===== config.mk =====
export PLATFORM = sky130hd
export DESIGN_NAME = xor_checked_packet_deframer_flat
export DESIGN_NICKNAME = d
export VERILOG_FILES = /design/src/hdl/xcpd_pkg.sv /design/src/hdl/xcpd_if.sv /design/src/hdl/xor_checked_packet_deframer.sv /design/src/flat_wrapper.sv
export SDC_FILE = /design/constraint.sdc
export NUM_CORES = 1
export LEC_CHECK = 0
export BUFFER_PORTS_ARGS = -buffer_cell sky130_fd_sc_hd__buf_2
export CAP_MARGIN = 15
export CORE_UTILIZATION = 62
export DETAILED_ROUTE_END_ITERATION = 8
export PLACE_DENSITY = 0.82
export SLEW_MARGIN = 20
export SYNTH_ARGS = -nofsm -noshare
export SYNTH_HDL_FRONTEND = slang
export SYNTH_SLANG_ARGS = --single-unit

===== constraint.sdc =====
create_clock -name clk_i -period 4.5 [get_ports clk_i]
set_input_delay 0.225 -clock clk_i [delete_from_list [all_inputs] [get_ports clk_i]]
set_output_delay 0.225 -clock clk_i [all_outputs]
set_load 0.03 [all_outputs]

===== src/hdl/xcpd_pkg.sv =====
`timescale 1ns / 1ps
// ----------------------------------------------------------------------------
// xcpd_pkg
// Shared types and constants of the XOR-checked packet deframer.
// ----------------------------------------------------------------------------
package xcpd_pkg;

  // Receive phase of the frame parser
  typedef enum logic [2:0] {
    PhHunt    = 3'd0,
    PhCode    = 3'd1,
    PhLenLo   = 3'd2,
    PhLenHi   = 3'd3,
    PhPayload = 3'd4,
    PhCheck   = 3'd5
  } phase_e;

  // Event reported with every received byte
  typedef enum logic [2:0] {
    EvIdle    = 3'd0,
    EvHeader  = 3'd1,
    EvPayload = 3'd2,
    EvGood    = 3'd3,
    EvBadSum  = 3'd4,
    EvBadLen  = 3'd5,
    EvBadCode = 3'd6
  } event_e;

  // Register indexes (byte address / 4)
  localparam logic [2:0] RegStartByte    = 3'd0;
  localparam logic [2:0] RegCodeIdentify = 3'd1;
  localparam logic [2:0] RegCodeDump     = 3'd2;
  localparam logic [2:0] RegCodeAck      = 3'd3;
  localparam logic [2:0] RegCodeNack     = 3'd4;
  localparam logic [2:0] RegIdentifyLen  = 3'd5;

  localparam logic [15:0] NackLength    = 16'd2;
  localparam logic [15:0] DumpMinLength = 16'd5;

  typedef struct packed {
    event_e      event_kind;
    logic [7:0]  payload_byte;
    logic [15:0] payload_index;
    logic [7:0]  frame_code;
    logic [15:0] frame_length;
  } result_t;

endpackage


===== src/hdl/xcpd_if.sv =====
`timescale 1ns / 1ps
// ----------------------------------------------------------------------------
// xcpd_rx_if / xcpd_ev_if
// Valid/ready channels of the deframer: received bytes in, events out.
// ----------------------------------------------------------------------------
interface xcpd_rx_if;
  logic       valid;
  logic       ready;
  logic [7:0] rx_byte;

  modport source (output valid, output rx_byte, input ready);
  modport sink   (input valid, input rx_byte, output ready);
endinterface

interface xcpd_ev_if;
  logic        valid;
  logic        ready;
  logic [2:0]  event_kind;
  logic [7:0]  payload_byte;
  logic [15:0] payload_index;
  logic [7:0]  frame_code;
  logic [15:0] frame_length;

  modport source (output valid, output event_kind, output payload_byte,
                  output payload_index, output frame_code, output frame_length,
                  input ready);
  modport sink   (input valid, input event_kind, input payload_byte,
                  input payload_index, input frame_code, input frame_length,
                  output ready);
endinterface


===== src/hdl/xor_checked_packet_deframer.sv =====
`timescale 1ns / 1ps
// ----------------------------------------------------------------------------
// xor_checked_packet_deframer
// Parses start/code/length/payload/XOR-checksum frames from a byte stream
// and reports one event per received byte.
// ----------------------------------------------------------------------------
// Pipeline: each byte passes an input register, then a result register.
// Throughput: 1 byte per cycle unless the event output stalls; the parser
// state advances with each byte that moves into the result register.
// Reset: asynchronous, active low; parser returns to hunting, registers take
// their default values, both pipeline stages empty.
module xor_checked_packet_deframer (
  input  logic        clk_i,
  input  logic        rst_ni,
  xcpd_rx_if.sink     rx_i,
  xcpd_ev_if.source   ev_o,
  input  logic        psel,
  input  logic        penable,
  input  logic        pwrite,
  input  logic [4:0]  paddr,
  input  logic [31:0] pwdata,
  output logic [31:0] prdata,
  output logic        pready
);
  import xcpd_pkg::*;

  // Configuration registers
  logic [7:0]  start_byte_q, code_identify_q, code_dump_q, code_ack_q, code_nack_q;
  logic [15:0] identify_length_q;
  logic [2:0]  reg_idx;
  logic        cfg_wr;

  // Pipeline
  logic        s1_valid_q;
  logic [7:0]  s1_byte_q;
  logic        out_valid_q;
  result_t     out_q;
  result_t     res_d;
  logic        s2_free, s1_adv;

  // Parser state
  phase_e      phase_q, phase_d;
  logic [7:0]  xor_q, xor_d;
  logic [7:0]  code_q, code_d;
  logic [15:0] exp_len_q, exp_len_d;
  logic [15:0] count_q, count_d;
  logic [15:0] count_inc;
  logic        code_known, len_fits;

  assign pready  = 1'b1;
  assign reg_idx = paddr[4:2];
  assign cfg_wr  = psel && penable && pwrite;

  always_ff @(posedge clk_i or negedge rst_ni) begin
    if (!rst_ni) begin
      start_byte_q      <= 8'd170;
      code_identify_q   <= 8'd1;
      code_dump_q       <= 8'd2;
      code_ack_q        <= 8'd3;
      code_nack_q       <= 8'd4;
      identify_length_q <= 16'd16;
    end else if (cfg_wr) begin
      unique case (reg_idx)
        RegStartByte:    start_byte_q      <= pwdata[7:0];
        RegCodeIdentify: code_identify_q   <= pwdata[7:0];
        RegCodeDump:     code_dump_q       <= pwdata[7:0];
        RegCodeAck:      code_ack_q        <= pwdata[7:0];
        RegCodeNack:     code_nack_q       <= pwdata[7:0];
        RegIdentifyLen:  identify_length_q <= pwdata[15:0];
        default: ;
      endcase
    end
  end

  always_comb begin
    unique case (reg_idx)
      RegStartByte:    prdata = {24'd0, start_byte_q};
      RegCodeIdentify: prdata = {24'd0, code_identify_q};
      RegCodeDump:     prdata = {24'd0, code_dump_q};
      RegCodeAck:      prdata = {24'd0, code_ack_q};
      RegCodeNack:     prdata = {24'd0, code_nack_q};
      RegIdentifyLen:  prdata = {16'd0, identify_length_q};
      default:         prdata = 32'd0;
    endcase
  end

  // Handshake: the result register frees when empty or taken downstream
  assign s2_free    = !out_valid_q || ev_o.ready;
  assign s1_adv     = s1_valid_q && s2_free;
  assign rx_i.ready = !s1_valid_q || s2_free;

  always_ff @(posedge clk_i or negedge rst_ni) begin
    if (!rst_ni) begin
      s1_valid_q  <= 1'b0;
      out_valid_q <= 1'b0;
    end else begin
      if (rx_i.ready) begin
        s1_valid_q <= rx_i.valid;
      end
      if (s2_free) begin
        out_valid_q <= s1_valid_q;
      end
    end
  end

  always_ff @(posedge clk_i) begin
    if (rx_i.valid && rx_i.ready) begin
      s1_byte_q <= rx_i.rx_byte;
    end
    if (s1_adv) begin
      out_q <= res_d;
    end
  end

  always_ff @(posedge clk_i or negedge rst_ni) begin
    if (!rst_ni) begin
      phase_q   <= PhHunt;
      xor_q     <= 8'd0;
      code_q    <= 8'd0;
      exp_len_q <= 16'd0;
      count_q   <= 16'd0;
    end else if (s1_adv) begin
      phase_q   <= phase_d;
      xor_q     <= xor_d;
      code_q    <= code_d;
      exp_len_q <= exp_len_d;
      count_q   <= count_d;
    end
  end

  // Code decode; overlapping codes resolve identify, dump, ack, nack
  assign code_known = (s1_byte_q == code_identify_q) || (s1_byte_q == code_dump_q) ||
                      (s1_byte_q == code_ack_q) || (s1_byte_q == code_nack_q);

  always_comb begin
    if (code_q == code_identify_q) begin
      len_fits = (count_q == identify_length_q);
    end else if (code_q == code_dump_q) begin
      len_fits = (count_q >= DumpMinLength);
    end else if (code_q == code_ack_q) begin
      len_fits = (count_q == 16'd0);
    end else if (code_q == code_nack_q) begin
      len_fits = (count_q == NackLength);
    end else begin
      len_fits = 1'b0;
    end
  end

  assign count_inc = count_q + 16'd1;

  // Next state
  always_comb begin
    phase_d   = phase_q;
    xor_d     = xor_q;
    code_d    = code_q;
    exp_len_d = exp_len_q;
    count_d   = count_q;
    unique case (phase_q)
      PhCode: begin
        if (code_known) begin
          code_d  = s1_byte_q;
          xor_d   = xor_q ^ s1_byte_q;
          phase_d = PhLenLo;
        end else begin
          phase_d = PhHunt;
        end
      end
      PhLenLo: begin
        exp_len_d = {8'd0, s1_byte_q};
        xor_d     = xor_q ^ s1_byte_q;
        phase_d   = PhLenHi;
      end
      PhLenHi: begin
        exp_len_d = {s1_byte_q, exp_len_q[7:0]};
        count_d   = 16'd0;
        xor_d     = xor_q ^ s1_byte_q;
        phase_d   = ({s1_byte_q, exp_len_q[7:0]} != 16'd0) ? PhPayload : PhCheck;
      end
      PhPayload: begin
        count_d = count_inc;
        xor_d   = xor_q ^ s1_byte_q;
        if (count_inc == exp_len_q) begin
          phase_d = PhCheck;
        end
      end
      PhCheck: begin
        phase_d = PhHunt;
      end
      default: begin
        // hunting, and any unused phase code
        phase_d = PhHunt;
        if (s1_byte_q == start_byte_q) begin
          phase_d   = PhCode;
          xor_d     = s1_byte_q;
          code_d    = 8'd0;
          exp_len_d = 16'd0;
          count_d   = 16'd0;
        end
      end
    endcase
  end

  // Result of this byte
  always_comb begin
    res_d = '{event_kind: EvIdle, payload_byte: 8'd0, payload_index: 16'd0,
              frame_code: 8'd0, frame_length: 16'd0};
    unique case (phase_q)
      PhCode: begin
        res_d.frame_code = s1_byte_q;
        res_d.event_kind = code_known ? EvHeader : EvBadCode;
      end
      PhLenLo: begin
        res_d.event_kind = EvHeader;
        res_d.frame_code = code_q;
      end
      PhLenHi: begin
        res_d.event_kind   = EvHeader;
        res_d.frame_code   = code_q;
        res_d.frame_length = {s1_byte_q, exp_len_q[7:0]};
      end
      PhPayload: begin
        res_d.event_kind    = EvPayload;
        res_d.payload_byte  = s1_byte_q;
        res_d.payload_index = count_q;
        res_d.frame_code    = code_q;
        res_d.frame_length  = exp_len_q;
      end
      PhCheck: begin
        if (xor_q != s1_byte_q) begin
          res_d.event_kind = EvBadSum;
        end else if (len_fits) begin
          res_d.event_kind = EvGood;
        end else begin
          res_d.event_kind = EvBadLen;
        end
        res_d.frame_code   = code_q;
        res_d.frame_length = exp_len_q;
      end
      default: begin
        if (s1_byte_q == start_byte_q) begin
          res_d.event_kind = EvHeader;
        end
      end
    endcase
  end

  assign ev_o.valid         = out_valid_q;
  assign ev_o.event_kind    = out_q.event_kind;
  assign ev_o.payload_byte  = out_q.payload_byte;
  assign ev_o.payload_index = out_q.payload_index;
  assign ev_o.frame_code    = out_q.frame_code;
  assign ev_o.frame_length  = out_q.frame_length;

endmodule


===== src/flat_wrapper.sv =====
// flat-port wrapper written by rule: the top's interface ports become plain ports
module xor_checked_packet_deframer_flat import xcpd_pkg::*;
  (clk_i, rst_ni, psel, penable, pwrite, paddr, pwdata, prdata, pready, rx_i_valid, rx_i_rx_byte, rx_i_ready, ev_o_valid, ev_o_event_kind, ev_o_payload_byte, ev_o_payload_index, ev_o_frame_code, ev_o_frame_length, ev_o_ready);
  xcpd_rx_if rx_i_i ();
  xcpd_ev_if ev_o_i ();
  input  logic clk_i;
  input  logic rst_ni;
  input  logic psel;
  input  logic penable;
  input  logic pwrite;
  input  logic [4:0] paddr;
  input  logic [31:0] pwdata;
  output logic [31:0] prdata;
  output logic pready;
  input wire logic [$bits(rx_i_i.valid)-1:0] rx_i_valid;
  input wire logic [$bits(rx_i_i.rx_byte)-1:0] rx_i_rx_byte;
  output wire logic [$bits(rx_i_i.ready)-1:0] rx_i_ready;
  output wire logic [$bits(ev_o_i.valid)-1:0] ev_o_valid;
  output wire logic [$bits(ev_o_i.event_kind)-1:0] ev_o_event_kind;
  output wire logic [$bits(ev_o_i.payload_byte)-1:0] ev_o_payload_byte;
  output wire logic [$bits(ev_o_i.payload_index)-1:0] ev_o_payload_index;
  output wire logic [$bits(ev_o_i.frame_code)-1:0] ev_o_frame_code;
  output wire logic [$bits(ev_o_i.frame_length)-1:0] ev_o_frame_length;
  input wire logic [$bits(ev_o_i.ready)-1:0] ev_o_ready;
  assign rx_i_i.valid = rx_i_valid;
  assign rx_i_i.rx_byte = rx_i_rx_byte;
  assign rx_i_ready = rx_i_i.ready;
  assign ev_o_valid = ev_o_i.valid;
  assign ev_o_event_kind = ev_o_i.event_kind;
  assign ev_o_payload_byte = ev_o_i.payload_byte;
  assign ev_o_payload_index = ev_o_i.payload_index;
  assign ev_o_frame_code = ev_o_i.frame_code;
  assign ev_o_frame_length = ev_o_i.frame_length;
  assign ev_o_i.ready = ev_o_ready;
  xor_checked_packet_deframer u_core (.clk_i(clk_i), .rst_ni(rst_ni), .rx_i(rx_i_i), .ev_o(ev_o_i), .psel(psel), .penable(penable), .pwrite(pwrite), .paddr(paddr), .pwdata(pwdata), .prdata(prdata), .pready(pready));
endmodule

# Word-level counts from Yosys, hierarchy flattened
# Index checks and enable logic that the tools add are counted.
# op_classes
n_eq_ne,25
bitwise_logic,6
addsub,1
n_mux,25
reduce_logical,37
magnitude_cmp,1
# ops
operator,n
$pmux 16 s3,2
$pmux 16 s6,1
$eq 8x8->1,9
$eq 16x16->1,2
$mux 8,4
$pmux 16 s2,1
$pmux 8 s2,2
$pmux 8 s3,1
$add 16x1->16 const B,1
$eq 16x2->1 const B,1
$ge 16x3->1 const B,1
$logic_not 16->1,1
$mux 16,1
$reduce_bool 16->1,1
$pmux 3 s5,1
$reduce_and 2->1,7
$eq 3x2->1 const B,4
$eq 3x3->1 const B,4
$mux 3,4
$pmux 3 s4,1
$reduce_and 4->1,3
$reduce_bool 3->1,3
$reduce_or 3->1,3
$ne 8x8->1,1
other kinds (14),36
# word_totals
output_inout_bits,86
wordCells,115
input_bits,52
reg_bits,168

# Depth between registers and ports, before layout
# logic_depth
word_depth,8
ltp_mapped,10
ltp_nobuf,8

# Worst setup path before layout
# OpenSTA, ideal clock, no wires.
# synth_timing
kind,reg2reg
from,reg u_core.out_valid_q (netlist: u_core.ev_o.valid)
to,reg u_core.phase_q[0]
path_buffers,1
arrival_ps,2957
t_required_ps,4380
slack_ps,1424
period_less_slack_ps,3076
setup_time_ps,120
path_stages_with_launch,7
path_cell_list,dfrtp_1 > nand2b_1 > nand2_1 > clkinv_1 > clkbuf_1 > a31oi_1 > a31o_1
# synth_via
elab_chain_len,4
# synth_rtl
item,line_no,text
"start, declared",xor_checked_packet_deframer.sv:36,logic out_valid_q;
"start signal, assigned",xor_checked_packet_deframer.sv:101,out_valid_q <= s1_valid_q;
$logic_not 1->1,xor_checked_packet_deframer.sv:88,assign s2_free = !out_valid_q || ev_o.ready;
$logic_or 1x1->1,xor_checked_packet_deframer.sv:88,
$logic_and 1x1->1,xor_checked_packet_deframer.sv:89,assign s1_adv = s1_valid_q && s2_free;
via u_core.s1_adv,xor_checked_packet_deframer.sv:39,"logic s2_free, s1_adv;"
$reduce_and 2->1 (no source line),n/a,
"end signal, assigned",xor_checked_packet_deframer.sv:117,phase_q <= PhHunt;
"end signal, assigned",xor_checked_packet_deframer.sv:123,phase_q <= phase_d;
"end, declared",xor_checked_packet_deframer.sv:42,"phase_e phase_q, phase_d;"
# The timed path passes the listed nets, and every way through them passes these cells.
# A chain may end at the register's enable or synchronous reset.

# Worst setup path after layout
# layout_timing
from,reg u_core.s1_byte_q[5]
to,reg u_core.count_q[9]
# layout_via
elab_chain_len,3
# layout_rtl
item,line_no,text
"start, declared",xor_checked_packet_deframer.sv:35,logic [7:0] s1_byte_q;
"start signal, assigned",xor_checked_packet_deframer.sv:108,s1_byte_q <= rx_i.rx_byte;
$eq 8x8->1,xor_checked_packet_deframer.sv:192,if (s1_byte_q == start_byte_q) begin
$reduce_bool 3->1 (no source line),n/a,
$reduce_and 3->1 (no source line),n/a,
"end signal, assigned",xor_checked_packet_deframer.sv:127,count_q <= count_d;
"end, declared",xor_checked_packet_deframer.sv:46,"logic [15:0] count_q, count_d;"
# Every way passes these cells.

==> impl_metrics.ini <==
[critical_path]
crit_start = u_core.s1_byte_q[5]$_DFFE_PP_
cp.buffers_inverters = 0
r2r-start = u_core.s1_byte_q[5]$_DFFE_PP_
ff2ff_path_depth = 7
crit_path_max_fanout = 16
end_kind = flip-flop
r2r-end = u_core.count_q[9]$_DFFE_PN0P_
max_stage_delay_ns = 0.89
critPathKind = reg -> reg
r2r_setup_slack_ns = 1.48
cp.arrival_ns = 3.35
required_ns = 4.82
start_kind = flip-flop
cp_top_family = compound AO/OA/AOI/OAI gates
slowest_stage = edfxtp_1
worstPathCellList = xor2_1 -> nor4_2 -> and2_1 -> nand2_2 -> a211o_1 -> a21o_1 -> a22o_1

[grt]
grt_pass1_wl_um = 36300
grt_antenna_before_repair = 0
grt_max_degree = 66
first_global_vias = 6619
gr-total-overflow = 0
grt_usage_pct = 30.1

[placed_design]
place_area_um2 = 9950
place.gp.congestion = 0.901
port_buffers = 102
dpl.hpwl_um = 15500

[logic_synthesis]
syn_area_um2 = 9500
ys_ff_latch = 168
yosysWarnings = 0
synthArstFlopShare_pct = 64.9
syn_area_per_cell_um2 = 10.9
ys_seq_area_share_pct = 47.5
synth.distinct_cells = 65
synth_top_area_cell = dfrtp_1
synth_area_leaders = dfrtp_1, edfxtp_1, mux2_2, xnor2_1, xor2_1
synth_ff_type = dfrtp_1
synth_top_area_share_pct = 26.1
syn_inst = 872
synth_edf_count = 59

[die]
fp-row-count = 44
die_x_um = 126
num_io_pins = 138
core_um2 = 14800
start_util_pct = 64.4
die_h_um = 126
die-area_um2 = 15800

[worst_hold_path]
hp-class = in -> reg
hold_path_depth = 2
min_from = pwdata[14]
min_to = u_core.identify_length_q[14]$_DFFE_PN0P_

[clocking]
clk_latency_ns = 0.44
cts_tree = yes
cts_buffers = 17
clock-sinks = 168
postCtsSetupRepairBufs = 0
clkTransAtPathRegs_ns = 0.07
h-tree-depth = 4
clockBufferDepth = 2
cts-root-buf = clkbuf_16
cts_resized = 0

[power]
p_sw_w = 0.00132
cellLeakagePower_nw = 4.50
irDropWorstVdd_mv = 0.326
power_frac_seq_pct = 46.3
p_int_w = 0.00296
pwr-share-clk_pct = 34.3
swShare_pct = 30.9
combPwrFrac_pct = 19.5
power.density_nw_per_um2 = 402

[final_layout]
final_common_cell = buf_2
nNetsFinal = 998
finish.instance_area_um2 = 10600
area_growth_pct = 12.1
drive_above_1_share_pct = 26.3
final_cell_mix = buf_2, dfrtp_1, xnor2_1, mux2_2, edfxtp_1
fin_util_pct = 72.1
diodes = 0

[sta]
fmax_mhz = 331
slew_headroom_pct = 37.6
holdWs_ns = 0.0185
setup_viol = 0
setup_tns_ns = 0
tightest_slew_ns = 0.936
post-route-period-util_pct = 67.2
slew_violations = 0
rsz0062_at_grt = false
hold_viol = 0
clock-skew-final_ns = 0.00907
min_period_ns = 3.02

[outcome]
status = completed

[detailed_routing]
first_pass_iters = 5
avgViaCountPerCell = 6.28
vias = 7144
drc_errors = 0
routed_wl_um = 22700
detail-route-antenna-nets = 0
drt_iter0_drc = 712
wl_per_cell_um = 20.0

[run]
maxCapViolCount = 0
==> synthesized netlist by cell type (all sizes together) (23+ instances only) <==
library cell   n
nand4         31
dfrtp         99
xor2          49
buf           46
a21oi         32
mux2          60
edfxtp        59
nor3          23
xnor2         73
nor2          44
o21ai         32
and3          26
clkbuf        45
nand2         39
==> metrics by stage <==
stage / setup slack, ns / power, W / cells
3_3_place_gp: 1.53 / 0.00279 / 1096
6_report: 1.48 / 0.00428 / 1138
2_1_floorplan: 1.42 / 0.00259 / 887
3_5_place_dp: 1.52 / 0.00282 / 1096
5_1_grt: 1.32 / 0.00444 / 1138
4_1_cts: 1.51 / 0.00428 / 1138
==> state kept, by name, summed over array words and instances (netlist names) <==
name,flops
u_core.ev_o.event_kind,3
u_core.identify_length_q,16
u_core.code_nack_q,8
u_core.ev_o.valid,1
u_core.count_q,16
u_core.s1_valid_q,1
u_core.ev_o.payload_index,16
u_core.s1_byte_q,8
u_core.code_dump_q,8
u_core.ev_o.frame_code,8
u_core.code_ack_q,8
u_core.exp_len_q,16
u_core.code_identify_q,8
u_core.xor_q,8
u_core.ev_o.payload_byte,8
u_core.start_byte_q,8
u_core.code_q,8
u_core.ev_o.frame_length,16
u_core.phase_q,3
==> cell type report <==
| type | count | area, um^2 |
|---|---|---|
| clock buffers | 18 | 429 |
| fillers | 1056 | 4110 |
| multi-input cells | 616 | 4550 |
| repair buffers | 126 | 718 |
| flip-flops and latches | 168 | 4510 |
| inverters | 12 | 45.0 |
| clock inverters | 14 | 163 |
| well taps | 184 | 230 |
==> cell families (layout without fill, tap and decap cells) <==
| group | count (synthesis) | after routing | share of synthesized area [%] |
|---|---|---|---|
| fa+ha+maj | 5 | 5 | 0.659 |
| xor+xnor | 122 | 122 | 11.3 |
| mux | 76 | 76 | 9.20 |
| buf+inv | 103 | 170 | 5.27 |
| other cells | 2 | 17 | 0.0791 |
| simple gates | 238 | 238 | 13.5 |
| flops | 168 | 168 | 47.5 |
| compound gates | 158 | 158 | 12.6 |
==> metal layers <==
layer	vias to the layer above	track usage (%)	share of wire (%)
met3	28	6.20	9.3
met2	361	45.3	45
met1	3487	44.1	44
li1	3268	-	-
met5	-	0	0
met4	0	9.00	1.4
==> worst reg2reg max path, stage by stage, from the launching register on <==
cell      delay [ns]
edfxtp_1        0.89
xor2_1          0.16
nor4_2          0.31
and2_1          0.37
nand2_2         0.10
a211o_1         0.32
a21o_1          0.42
a22o_1          0.34
==> power groups by stage <==
stage / combinational, W / sequential (W) / clock (W)
2_1_floorplan: 0.000606 / 0.00198 / 0
3_3_place_gp: 0.000795 / 0.00199 / 0
3_5_place_dp: 0.000819 / 0.00200 / 0
4_1_cts: 0.000830 / 0.00197 / 0.00148
5_1_grt: 0.000899 / 0.00199 / 0.00155
6_report: 0.000833 / 0.00198 / 0.00147
==> timing repair <==
item	4_1_cts	5_1_grt
setup endpoints to repair	0	0
hold buffers	10	0
hold endpoints to repair	66	0
==> worst max-delay path by stage <==
stage,end,depth (start not counted)
6_report,u_core.count_q[9]$_DFFE_PN0P_,7
5_1_grt,u_core.count_q[9]$_DFFE_PN0P_,7
4_1_cts,u_core.count_q[9]$_DFFE_PN0P_,7
3_5_place_dp,u_core.count_q[9]$_DFFE_PN0P_,7
3_3_place_gp,u_core.count_q[2]$_DFFE_PN0P_,7
2_1_floorplan,u_core.phase_q[0]$_DFFE_PN0P_,6
Power figures use the tool's default switching activity.
